## src/design/dfr_pkg.sv

```systemverilog
// Shared types and constants of the delimited frame receiver.
`default_nettype none

package dfr_pkg;

    // Number of payload bytes held for one frame.
    localparam int unsigned FRAME_BYTES = 6;

    // Width of a byte count that can also hold FRAME_BYTES itself.
    localparam int unsigned COUNT_W = $clog2(FRAME_BYTES + 1);

    // Configuration port geometry.
    localparam int unsigned CFG_IDX_W  = 2;
    localparam int unsigned CFG_DATA_W = 8;

    // Configuration register indexes.
    localparam logic [CFG_IDX_W-1:0] CFG_START_CODE    = 2'd0;
    localparam logic [CFG_IDX_W-1:0] CFG_END_CODE      = 2'd1;
    localparam logic [CFG_IDX_W-1:0] CFG_TIMEOUT_LIMIT = 2'd2;

    // Configuration reset values.
    localparam logic [7:0] START_CODE_RST    = 8'hFD;
    localparam logic [7:0] END_CODE_RST      = 8'hFE;
    localparam logic [7:0] TIMEOUT_LIMIT_RST = 8'd100;

    // Input item kinds.
    localparam logic FUNC_BYTE = 1'b0;
    localparam logic FUNC_TICK = 1'b1;

    typedef logic [7:0] t_byte;

    // One handed-over frame.
    typedef struct packed {
        logic                         frame_ready;
        logic [FRAME_BYTES-1:0][7:0]  payload;
    } t_result;

endpackage

`default_nettype wire

```

## src/design/dfr_in_if.sv

```systemverilog
// Input channel of the frame receiver: one received byte or one poll tick.
`default_nettype none

interface dfr_in_if;
    logic       valid;
    logic       ready;
    logic       func;
    logic [7:0] rx_byte;

    modport source (output valid, output func, output rx_byte, input ready);
    modport sink   (input valid, input func, input rx_byte, output ready);
endinterface

`default_nettype wire

```

## src/design/dfr_out_if.sv

```systemverilog
// Output channel of the frame receiver: one completed frame.
`default_nettype none

interface dfr_out_if;
    logic       valid;
    logic       ready;
    logic       frame_ready;
    logic [7:0] payload_0;
    logic [7:0] payload_1;
    logic [7:0] payload_2;
    logic [7:0] payload_3;
    logic [7:0] payload_4;
    logic [7:0] payload_5;

    modport source (
        output valid, output frame_ready,
        output payload_0, output payload_1, output payload_2,
        output payload_3, output payload_4, output payload_5,
        input  ready
    );
    modport sink (
        input  valid, input frame_ready,
        input  payload_0, input payload_1, input payload_2,
        input  payload_3, input payload_4, input payload_5,
        output ready
    );
endinterface

`default_nettype wire

```

## src/design/dfr_out_buf.sv

```systemverilog
// Two-entry output buffer (output register plus skid register) for frame results.
`default_nettype none

module dfr_out_buf (
    input  wire               i_clk,
    input  wire               i_rst_n,
    input  wire               i_push,
    input  wire dfr_pkg::t_result i_data,
    output logic              o_ready,
    dfr_out_if.source         o_out
);

    logic             r_out_valid;
    dfr_pkg::t_result r_out_data;
    logic             r_skid_valid;
    dfr_pkg::t_result r_skid_data;
    logic             w_pop;

    // A transfer on the output side frees the output register.
    assign w_pop   = r_out_valid && o_out.ready;
    // A new result can always be held while the skid register is empty.
    assign o_ready = !r_skid_valid;

    // Control state of the two entries.
    always_ff @(posedge i_clk) begin
        if (!i_rst_n) begin
            r_out_valid  <= 1'b0;
            r_skid_valid <= 1'b0;
        end else if (!r_out_valid || w_pop) begin
            r_out_valid  <= r_skid_valid || i_push;
            r_skid_valid <= r_skid_valid && i_push;
        end else if (i_push) begin
            r_skid_valid <= 1'b1;
        end
    end

    // Payload of the two entries.
    always_ff @(posedge i_clk) begin
        if (!r_out_valid || w_pop) begin
            r_out_data <= r_skid_valid ? r_skid_data : i_data;
            if (r_skid_valid && i_push) begin
                r_skid_data <= i_data;
            end
        end else if (i_push) begin
            r_skid_data <= i_data;
        end
    end

    // Drive the output channel.
    assign o_out.valid       = r_out_valid;
    assign o_out.frame_ready = r_out_data.frame_ready;
    assign o_out.payload_0   = r_out_data.payload[0];
    assign o_out.payload_1   = r_out_data.payload[1];
    assign o_out.payload_2   = r_out_data.payload[2];
    assign o_out.payload_3   = r_out_data.payload[3];
    assign o_out.payload_4   = r_out_data.payload[4];
    assign o_out.payload_5   = r_out_data.payload[5];

    // The skid register is only occupied behind a waiting output register.
    a_skid_behind_out: assert property (@(posedge i_clk) disable iff (!i_rst_n)
        r_skid_valid |-> r_out_valid)
        else $error("skid entry held without an output entry");

    // A stalled output entry keeps its frame.
    a_out_holds: assert property (@(posedge i_clk) disable iff (!i_rst_n)
        (r_out_valid && !o_out.ready) |=> (r_out_valid && $stable(r_out_data)))
        else $error("stalled output entry changed");

    // No result is pushed while both entries are occupied and the output entry does not transfer.
    a_no_overflow: assert property (@(posedge i_clk) disable iff (!i_rst_n)
        !(i_push && r_skid_valid && !w_pop))
        else $error("result pushed into a full buffer");

endmodule

`default_nettype wire

```

## src/design/delimited_frame_receiver.sv

```systemverilog
// Top level of the start/end byte delimited frame receiver.
// Throughput: one input item per cycle; input ready drops only while both output entries are full.
// A tick on an ended frame pushes the frame into the registered output buffer.
// The per-item update is a single pass of compare, count and store-write logic on the state.
// Reset (synchronous, active low) restores the configuration defaults, returns to idle,
// zeroes the counters and the six-byte store at once, and empties the output buffer.
`default_nettype none

module delimited_frame_receiver (
    input  wire                                   i_clk,
    input  wire                                   i_rst_n,
    input  wire                                   i_cfg_we,
    input  wire [dfr_pkg::CFG_IDX_W-1:0]          i_cfg_index,
    input  wire [dfr_pkg::CFG_DATA_W-1:0]         i_cfg_data,
    dfr_in_if.sink                                i_in,
    dfr_out_if.source                             o_out
);

    typedef enum logic [1:0] {
        PH_IDLE  = 2'd0,
        PH_OPEN  = 2'd1,
        PH_ENDED = 2'd2,
        PH_ERROR = 2'd3
    } t_phase;

    // Configuration registers.
    dfr_pkg::t_byte r_start_code;
    dfr_pkg::t_byte r_end_code;
    dfr_pkg::t_byte r_timeout_limit;

    // Frame state.
    t_phase                                r_phase, n_phase;
    logic [dfr_pkg::COUNT_W-1:0]           r_byte_count, n_byte_count;
    logic [7:0]                            r_hold_ticks, n_hold_ticks;
    logic [dfr_pkg::FRAME_BYTES-1:0][7:0]  r_store, n_store;

    logic             w_accept;
    logic             w_push;
    logic             w_buf_ready;
    logic [7:0]       w_hold_inc;
    dfr_pkg::t_result w_result;

    assign w_accept   = i_in.valid && i_in.ready;
    assign i_in.ready = w_buf_ready;
    assign w_hold_inc = r_hold_ticks + 8'd1;

    // Configuration writes; an index past the last register is ignored.
    always_ff @(posedge i_clk) begin
        if (!i_rst_n) begin
            r_start_code    <= dfr_pkg::START_CODE_RST;
            r_end_code      <= dfr_pkg::END_CODE_RST;
            r_timeout_limit <= dfr_pkg::TIMEOUT_LIMIT_RST;
        end else if (i_cfg_we) begin
            case (i_cfg_index)
                dfr_pkg::CFG_START_CODE:    r_start_code    <= i_cfg_data;
                dfr_pkg::CFG_END_CODE:      r_end_code      <= i_cfg_data;
                dfr_pkg::CFG_TIMEOUT_LIMIT: r_timeout_limit <= i_cfg_data;
                default: ;
            endcase
        end
    end

    // Next frame state for the accepted item.
    always_comb begin
        n_phase      = r_phase;
        n_byte_count = r_byte_count;
        n_hold_ticks = r_hold_ticks;
        n_store      = r_store;
        w_push       = 1'b0;
        if (w_accept) begin
            if (i_in.func == dfr_pkg::FUNC_BYTE) begin
                case (r_phase)
                    PH_IDLE: begin
                        if (i_in.rx_byte == r_start_code) begin
                            n_phase      = PH_OPEN;
                            n_byte_count = '0;
                        end
                    end
                    PH_OPEN: begin
                        if (i_in.rx_byte == r_end_code) begin
                            n_phase = PH_ENDED;
                        end else if (r_byte_count >= dfr_pkg::COUNT_W'(dfr_pkg::FRAME_BYTES)) begin
                            n_phase = PH_ERROR;
                        end else begin
                            for (int i = 0; i < dfr_pkg::FRAME_BYTES; i++) begin
                                if (r_byte_count == dfr_pkg::COUNT_W'(i)) begin
                                    n_store[i] = i_in.rx_byte;
                                end
                            end
                            n_byte_count = r_byte_count + dfr_pkg::COUNT_W'(1);
                        end
                    end
                    default: ;
                endcase
            end else begin
                case (r_phase)
                    PH_IDLE: begin
                        n_hold_ticks = '0;
                    end
                    PH_OPEN: begin
                        // Abandon the frame once the hold time exceeds the limit.
                        if (w_hold_inc > r_timeout_limit) begin
                            n_hold_ticks = '0;
                            n_phase      = PH_IDLE;
                        end else begin
                            n_hold_ticks = w_hold_inc;
                        end
                    end
                    PH_ERROR: begin
                        n_store = '0;
                        n_phase = PH_IDLE;
                    end
                    PH_ENDED: begin
                        w_push  = 1'b1;
                        n_store = '0;
                        n_phase = PH_IDLE;
                    end
                    default: ;
                endcase
            end
        end
    end

    // Frame state registers.
    always_ff @(posedge i_clk) begin
        if (!i_rst_n) begin
            r_phase      <= PH_IDLE;
            r_byte_count <= '0;
            r_hold_ticks <= '0;
            r_store      <= '0;
        end else begin
            r_phase      <= n_phase;
            r_byte_count <= n_byte_count;
            r_hold_ticks <= n_hold_ticks;
            r_store      <= n_store;
        end
    end

    // The handed-over frame is the store as it stands at the tick.
    assign w_result.frame_ready = 1'b1;
    assign w_result.payload     = r_store;

    dfr_out_buf u_out_buf (
        .i_clk   (i_clk),
        .i_rst_n (i_rst_n),
        .i_push  (w_push),
        .i_data  (w_result),
        .o_ready (w_buf_ready),
        .o_out   (o_out)
    );

    // The byte count never passes the frame size.
    a_count_range: assert property (@(posedge i_clk) disable iff (!i_rst_n)
        r_byte_count <= dfr_pkg::COUNT_W'(dfr_pkg::FRAME_BYTES))
        else $error("byte count beyond frame size");

    // A tick on an ended frame hands it over and leaves an empty store.
    a_ended_clears: assert property (@(posedge i_clk) disable iff (!i_rst_n)
        (w_accept && i_in.func == dfr_pkg::FUNC_TICK && r_phase == PH_ENDED)
        |=> (r_store == '0 && r_phase == PH_IDLE))
        else $error("ended frame not cleared after hand-over");

    // Results come only from ticks on ended frames.
    a_push_source: assert property (@(posedge i_clk) disable iff (!i_rst_n)
        w_push |-> (w_accept && i_in.func == dfr_pkg::FUNC_TICK && r_phase == PH_ENDED))
        else $error("result pushed without an ended frame");

endmodule

`default_nettype wire
```

## src/flat_wrapper.sv

```systemverilog
// flat-port wrapper written by rule: the top's interface ports become plain ports
module delimited_frame_receiver_flat 
  (i_clk, i_rst_n, i_cfg_we, i_cfg_index, i_cfg_data, i_in_valid, i_in_func, i_in_rx_byte, i_in_ready, o_out_valid, o_out_frame_ready, o_out_payload_0, o_out_payload_1, o_out_payload_2, o_out_payload_3, o_out_payload_4, o_out_payload_5, o_out_ready);
  dfr_in_if i_in_i ();
  dfr_out_if o_out_i ();
  input  wire i_clk;
  input  wire i_rst_n;
  input  wire i_cfg_we;
  input  wire [dfr_pkg::CFG_IDX_W-1:0] i_cfg_index;
  input  wire [dfr_pkg::CFG_DATA_W-1:0] i_cfg_data;
  input wire logic [$bits(i_in_i.valid)-1:0] i_in_valid;
  input wire logic [$bits(i_in_i.func)-1:0] i_in_func;
  input wire logic [$bits(i_in_i.rx_byte)-1:0] i_in_rx_byte;
  output wire logic [$bits(i_in_i.ready)-1:0] i_in_ready;
  output wire logic [$bits(o_out_i.valid)-1:0] o_out_valid;
  output wire logic [$bits(o_out_i.frame_ready)-1:0] o_out_frame_ready;
  output wire logic [$bits(o_out_i.payload_0)-1:0] o_out_payload_0;
  output wire logic [$bits(o_out_i.payload_1)-1:0] o_out_payload_1;
  output wire logic [$bits(o_out_i.payload_2)-1:0] o_out_payload_2;
  output wire logic [$bits(o_out_i.payload_3)-1:0] o_out_payload_3;
  output wire logic [$bits(o_out_i.payload_4)-1:0] o_out_payload_4;
  output wire logic [$bits(o_out_i.payload_5)-1:0] o_out_payload_5;
  input wire logic [$bits(o_out_i.ready)-1:0] o_out_ready;
  assign i_in_i.valid = i_in_valid;
  assign i_in_i.func = i_in_func;
  assign i_in_i.rx_byte = i_in_rx_byte;
  assign i_in_ready = i_in_i.ready;
  assign o_out_valid = o_out_i.valid;
  assign o_out_frame_ready = o_out_i.frame_ready;
  assign o_out_payload_0 = o_out_i.payload_0;
  assign o_out_payload_1 = o_out_i.payload_1;
  assign o_out_payload_2 = o_out_i.payload_2;
  assign o_out_payload_3 = o_out_i.payload_3;
  assign o_out_payload_4 = o_out_i.payload_4;
  assign o_out_payload_5 = o_out_i.payload_5;
  assign o_out_i.ready = o_out_ready;
  delimited_frame_receiver u_core (.i_clk(i_clk), .i_rst_n(i_rst_n), .i_cfg_we(i_cfg_we), .i_cfg_index(i_cfg_index), .i_cfg_data(i_cfg_data), .i_in(i_in_i), .o_out(o_out_i));
endmodule
```

## config.mk

```make
export PLATFORM = sky130hd
export DESIGN_NAME = delimited_frame_receiver_flat
export DESIGN_NICKNAME = d
export VERILOG_FILES = /design/src/design/dfr_pkg.sv /design/src/design/dfr_in_if.sv /design/src/design/dfr_out_if.sv /design/src/design/dfr_out_buf.sv /design/src/design/delimited_frame_receiver.sv /design/src/flat_wrapper.sv
export SDC_FILE = /design/constraint.sdc
export NUM_CORES = 1
export LEC_CHECK = 0
export ABC_CLOCK_PERIOD_IN_PS = 4370
export BUFFER_PORTS_ARGS = -buffer_cell sky130_fd_sc_hd__buf_2
export CAP_MARGIN = 0
export CORE_MARGIN = 2
export CORE_UTILIZATION = 59
export DETAILED_ROUTE_END_ITERATION = 10
export GPL_TIMING_DRIVEN = 0
export PLACE_DENSITY = 0.79
export SLEW_MARGIN = 20
export SYNTH_ARGS = -nofsm -noshare
export SYNTH_HDL_FRONTEND = slang
export SYNTH_HIERARCHICAL = 1
export SYNTH_SLANG_ARGS = --single-unit
```

## constraint.sdc

```tcl
create_clock -name i_clk -period 4.37 [get_ports i_clk]
set_clock_uncertainty 0.15 [all_clocks]
set_input_delay 1.0925 -clock i_clk [delete_from_list [all_inputs] [get_ports i_clk]]
set_output_delay 1.0925 -clock i_clk [all_outputs]
set_load 0.005 [all_outputs]
```

# After elaboration in Yosys (flattened, before gate mapping)

Cells that the tools add are included.

Register bits after elaboration: 185
Bits in latches: 0
Bits in writable memories: 0
Memory bits (read-only): 0
Input port bits: 24
Output and inout bits: 51
Logic and storage cells: 123
Memories: 0

Add/sub/neg operators: 2
Multiply operators: 0
Div/mod/pow operators: 0
Magnitude comparators: 2
Equality and inequality tests: 23
Shifts and indexed selects: 0
Mux-type cells: 33
Bitwise operators: 1
Reductions and logical operators: 34

Operators by type and width:

| cell                  | number |
|---|---|
| $mux W48              | 6 |
| $mux W49              | 3 |
| $mux W8               | 7 |
| $reduce_and A6 Y1     | 8 |
| $reduce_bool A2 Y1    | 9 |
| $eq A8 B8 Y1          | 2 |
| $pmux W8 S2           | 1 |
| $mux W2               | 5 |
| $ne A2 B2 Y1 const B  | 5 |
| $mux W3               | 3 |
| $ne A3 B2 Y1 const B  | 3 |
| $add A8 B1 Y8 const B | 1 |
| $gt A8 B8 Y1          | 1 |
| $pmux W2 S2           | 2 |
| $reduce_and A2 Y1     | 4 |
| $eq A2 B2 Y1 const B  | 3 |
| $eq A3 B2 Y1 const B  | 2 |
| $eq A3 B3 Y1 const B  | 2 |
| $pmux W3 S2           | 1 |
| $mux W1               | 5 |
| $eq A2 B1 Y1 const B  | 2 |
| $logic_not A2 Y1      | 2 |
| $ne A2 B1 Y1 const B  | 2 |
| $ne A4 B2 Y1 const B  | 1 |
| other kinds (11)      | 15 |

# Longest topological paths before layout

Word-level depth: 7
Depth in mapped cells: 10
Gate-level depth less buffers: 10

# By module

Netlist, hierarchy kept.

Modules (own cells, without submodules):

| module                   | instances | cells an instance | area each (sq um) | seq. area each (sq um) |
|---|---|---|---|---|
| delimited_frame_receiver | 1         | 453               | 4182.8            | 1701.6 |
| dfr_out_buf              | 1         | 163               | 3865.0            | 2982.9 |

# Worst setup path before layout

OpenSTA, ideal clock, no wires.

Path type: input -> register
Start point: input i_in_valid
End point: register u_core/u_out_buf/r_skid_data[0] (netlist bit), enable pin
Setup time: 0.410 ns
Data arrival time: 2.968 ns
Required time: 3.810 ns
Path slack: 0.842 ns
Stages on the path: 5
Path buffers: 1
Cell sequence: and2_1 buf_2 nand2_1 nor3_1 o21a_1

Longest elaborated chain between the ends: 5
Elaborated cells between the ends (all ways): 6
Classes of those cells: eq/ne (1); mux (1); reduce/logical (4)

Ends and longest elaborated chain:

| element                         | RTL line                       | RTL |
|---|---|---|
| start, declared                 | flat_wrapper.sv:11             | `input wire logic [$bits(i_in_i.valid)-1:0] i_in_valid;` |
| $logic_and A1 B1 Y1 (*)         | delimited_frame_receiver.sv:43 | `assign w_accept = i_in.valid && i_in.ready;` |
| $mux W1 (*)                     | delimited_frame_receiver.sv:70 | `if (w_accept) begin` |
| via u_core.w_push               | delimited_frame_receiver.sv:38 | `logic w_push;` |
| $logic_and A1 B1 Y1             | dfr_out_buf.sv:41              | `if (r_skid_valid && i_push) begin` |
| $ne A2 B1 Y1 (no line)          | --                             |  |
| $reduce_and A2 Y1 (no line) (*) | --                             |  |
| end signal, assigned            | dfr_out_buf.sv:42              | `r_skid_data <= i_data;` |
| end signal, assigned            | dfr_out_buf.sv:45              | `r_skid_data <= i_data;` |
| end, declared                   | dfr_out_buf.sv:16              | `dfr_pkg::t_result r_skid_data;` |

The timed path passes the listed nets; every way through them passes the cells marked *.
A chain may end at the register's enable or synchronous reset.

# Worst setup path in the final report

Start point: input i_in_valid
End point: register u_core/u_out_buf/r_skid_data[4] (netlist bit), enable pin

The elaborated chain is that of the path after synthesis.

==> impl_metrics.env <==
export IMPL_worstHoldStart="u_core/r_store[18]"
export IMPL_regToRegStartpoint="u_core/r_hold_ticks[0]"
export IMPL_num_rows=42
export IMPL_weighted_congestion_reported_at_the_end_of_routability_driven_placement=0.872
export IMPL_die_area_um2=14600
export IMPL_reg2regPathDepth=10
export IMPL_drc=0
export IMPL_start_kind="input pin"
export IMPL_max_slew_worst_pin_slew_ns=0.924
export IMPL_detail_route_first_pass_iterations=4
export IMPL_holdPathEnd="u_core/u_out_buf/r_skid_data[18]"
export IMPL_synth_cells_most_frequent="edfxtp_1 (98), dfxtp_1 (87), nand2_1 (79)"
export IMPL_totalPowerFinal_uw=3460
export IMPL_synth_largest_type_area_fraction_pct=36.6
export IMPL_dp_final_hpwl_um=11300
export IMPL_post_drt_via_cell_ratio=5.56
export IMPL_run_status="finished clean"
export IMPL_route_detailed_wl_per_inst_um=17.7
export IMPL_met3_usage_pct=5.47
export IMPL_achievable_clock_frequency_mhz=335
export IMPL_chip_width_um=121
export IMPL_synth_lib_cells_used_distinct=52
export IMPL_cp_data_arrival_time_ns=2.89
export IMPL_grt_setup_unrepaired="false"
export IMPL_clockRootBuffer="clkbuf_16"
export IMPL_most_area_consuming_cells_after_synthesis="edfxtp_1 (37%), dfxtp_1 (22%), mux2_4 (8.6%), mux2i_1 (7.1%), nand2_1 (3.7%)"
export IMPL_grt_first_pass_wirelength_um=25500
export IMPL_initial_core_util_pct=60.5
export IMPL_synth_main_ff_cell="edfxtp_1"
export IMPL_post_route_min_period_ns=2.98
export IMPL_clk_path_buf_depth=2
export IMPL_ys_warns=6
export IMPL_holdBufCountCts=0
export IMPL_synth_edff_count=98
export IMPL_routed_via_count=4995
export IMPL_routed_wl_um=15900
export IMPL_setup_violations=0
export IMPL_grt_busiest_layer="met2"
export IMPL_finalCritPeriodShare_pct=68.2
export IMPL_synthesis_area_per_instance_um2=13.1
export IMPL_io_buffers=74
export IMPL_hold_class="reg -> reg"
export IMPL_tritoncts_num_buffers=17
export IMPL_ant_cells=0
export IMPL_critical_path_reg2reg_endpoint="u_core/r_hold_ticks[7]"
export IMPL_ir_drop_mv=0.265
export IMPL_cts_setup_buffers=0
export IMPL_mapped_cell_area_um2=8050
export IMPL_reg2reg_slack_ns=1.43
export IMPL_syn_inst=616
export IMPL_final_antenna_net_count=0
export IMPL_met1_usage_in_global_routing_pct=28.9
export IMPL_die_height_um=121
export IMPL_number_of_antenna_violations_at_the_first_check_in_global_routing=0
export IMPL_placed_area_um2=8670
export IMPL_setup_worst_path_class="in -> reg"
export IMPL_fin_ws_ns=1.39
export IMPL_worstPathMaxFanout=49
export IMPL_drt_iter0_markers=430
export IMPL_cts_sinks=185
export IMPL_core_region_area_um2=13300
export IMPL_ys_async_sr_fraction_pct=0
export IMPL_grt_use_total_pct=23.1
export IMPL_vias_in_the_first_global_route=4971
export IMPL_design_final_nets=749
export IMPL_yosys_cell_count_top_type="edfxtp_1"
export IMPL_cts_repair_resized=0
export IMPL_report_final_hold_viol_count=0
export IMPL_whs_ns=0.314
export IMPL_postSynthRegisterBits=185
export IMPL_cts_clk_slew_worst_paths_ns=0.06
export IMPL_grt_remaining_overflow=0
export IMPL_worstSkewPairLatency_ns=0.44
export IMPL_cts_max_level=4
export IMPL_area_growth_synth_to_final_pct=15.0
export IMPL_groute_layer_met2_usage_pct=38.3
export IMPL_place_worst_setup_slack_ns=0.970
export IMPL_worstPathRequired_ns=4.28
export IMPL_floorplan_io_pins=75
export IMPL_maxCapViolCount=0
export IMPL_grt_start_max_net_pins=50
export IMPL_stdcell_area_um2=9250
export IMPL_finalMaxSlewViolations=0
export IMPL_layout_core_utilization_pct=69.6
export IMPL_cts_tree="yes"
export IMPL_synth_yosys_seq_area_share_pct=58.2
export IMPL_timing_hold_worst_path_depth=0
export IMPL_capturing_element_type_of_the_critical_path="register"
export IMPL_synth_area_leader_cell="edfxtp_1"
export IMPL_max_slew_margin_pct=38.3
export IMPL_power_leakage_uw=0.00394
export IMPL_drive_gt1_share_pct=24.3
export IMPL_power_density_cell_area_nw_per_um2=374
final cells by class:
cell class,count,area [um2]
multi-input combinational,390,3130
clock inverter,13,153
sequential,185,4680
clock buffer,18,429
buffer,28,196
inverter,14,52.6
timing repair buffer,75,390
tap,176,220
fill,950,4040
flip-flops by register name (all words and copies together) (netlist names), 2 cells and up:
| signal | flops |
|---|---|
| u_core/r_end_code | 8 |
| u_core/r_byte_count | 3 |
| u_core/r_timeout_limit | 8 |
| u_core/u_out_buf/o_out.payload_4 | 8 |
| u_core/u_out_buf/r_skid_data | 49 |
| u_core/r_hold_ticks | 8 |
| u_core/u_out_buf/o_out.payload_2 | 8 |
| u_core/r_phase | 2 |
| u_core/r_start_code | 8 |
| u_core/u_out_buf/o_out.payload_5 | 8 |
| u_core/r_store | 48 |
| u_core/u_out_buf/o_out.payload_0 | 8 |
| u_core/u_out_buf/o_out.payload_3 | 8 |
| u_core/u_out_buf/o_out.payload_1 | 8 |
metrics by stage:
stage,TNS (ns),cells
global route,0,899
detailed placement,0,868
finish,0,899
global placement,-1.97,867
floorplan,0,617
CTS,0,899
metal layers:
layer | share of wire (%) | wire [um]
met2 | 50 | 7930
met5 | 0 | 0
met4 | 2.7 | 437
met1 | 43 | 6900
met3 | 4.3 | 678
power breakdown:
group          switching (uW)  total [uW]  internal, uW
logic                    74.3         113          38.2
clock network             624        1520           891
registers                6.19        1830          1820
worst max-delay path by stage:
stage	end	start	depth (start not counted)	slack, ns
floorplan	u_core/u_out_buf/r_skid_data[0]	i_in_valid	5	0.84
global placement	u_core/u_out_buf/r_skid_data[3]	i_in_valid	6	-0.05
detailed placement	u_core/u_out_buf/r_skid_data[5]	i_in_valid	6	0.97
CTS	u_core/u_out_buf/r_skid_data[16]	i_in_valid	6	1.41
global route	u_core/u_out_buf/r_skid_data[5]	i_in_valid	6	1.23
finish	u_core/u_out_buf/r_skid_data[4]	i_in_valid	6	1.39
cell families after synthesis:
kind of cell               share of synthesized area, %
and+or+nand+nor                                    13.9
DFF                                                58.2
muxes                                              16.1
buffers and inverters                              3.09
AOI/OAI and AO/OA                                  4.12
xor gates and xnor gates                           2.39
adders and majority gates                          2.18
other                                            0.0466
worst max-delay path, cell delays in order:
cell     delay [ns]
buf_2          0.07
and2_1         0.13
buf_2          0.21
nand2_1        0.16
nor3_1         0.48
o21a_4         0.69
cells in the final DEF (no fill, tap or decap), types with 4 or more instances in the layout:
cell	n
a211oi_4	4
a21oi_1	4
a32o_1	5
and2_1	27
buf_12	6
buf_2	76
clkbuf_1	21
clkbuf_16	17
dfxtp_1	87
edfxtp_1	98
ha_1	14
inv_1	13
mux2_4	46
mux2i_1	57
nand2_1	79
nand2b_1	7
nand3_1	47
nand3b_1	11
nand4_1	6
nor2_1	5
nor2b_1	9
o21ai_0	5
xnor2_1	6
xor2_1	16
Power figures use the tool's default switching activity.
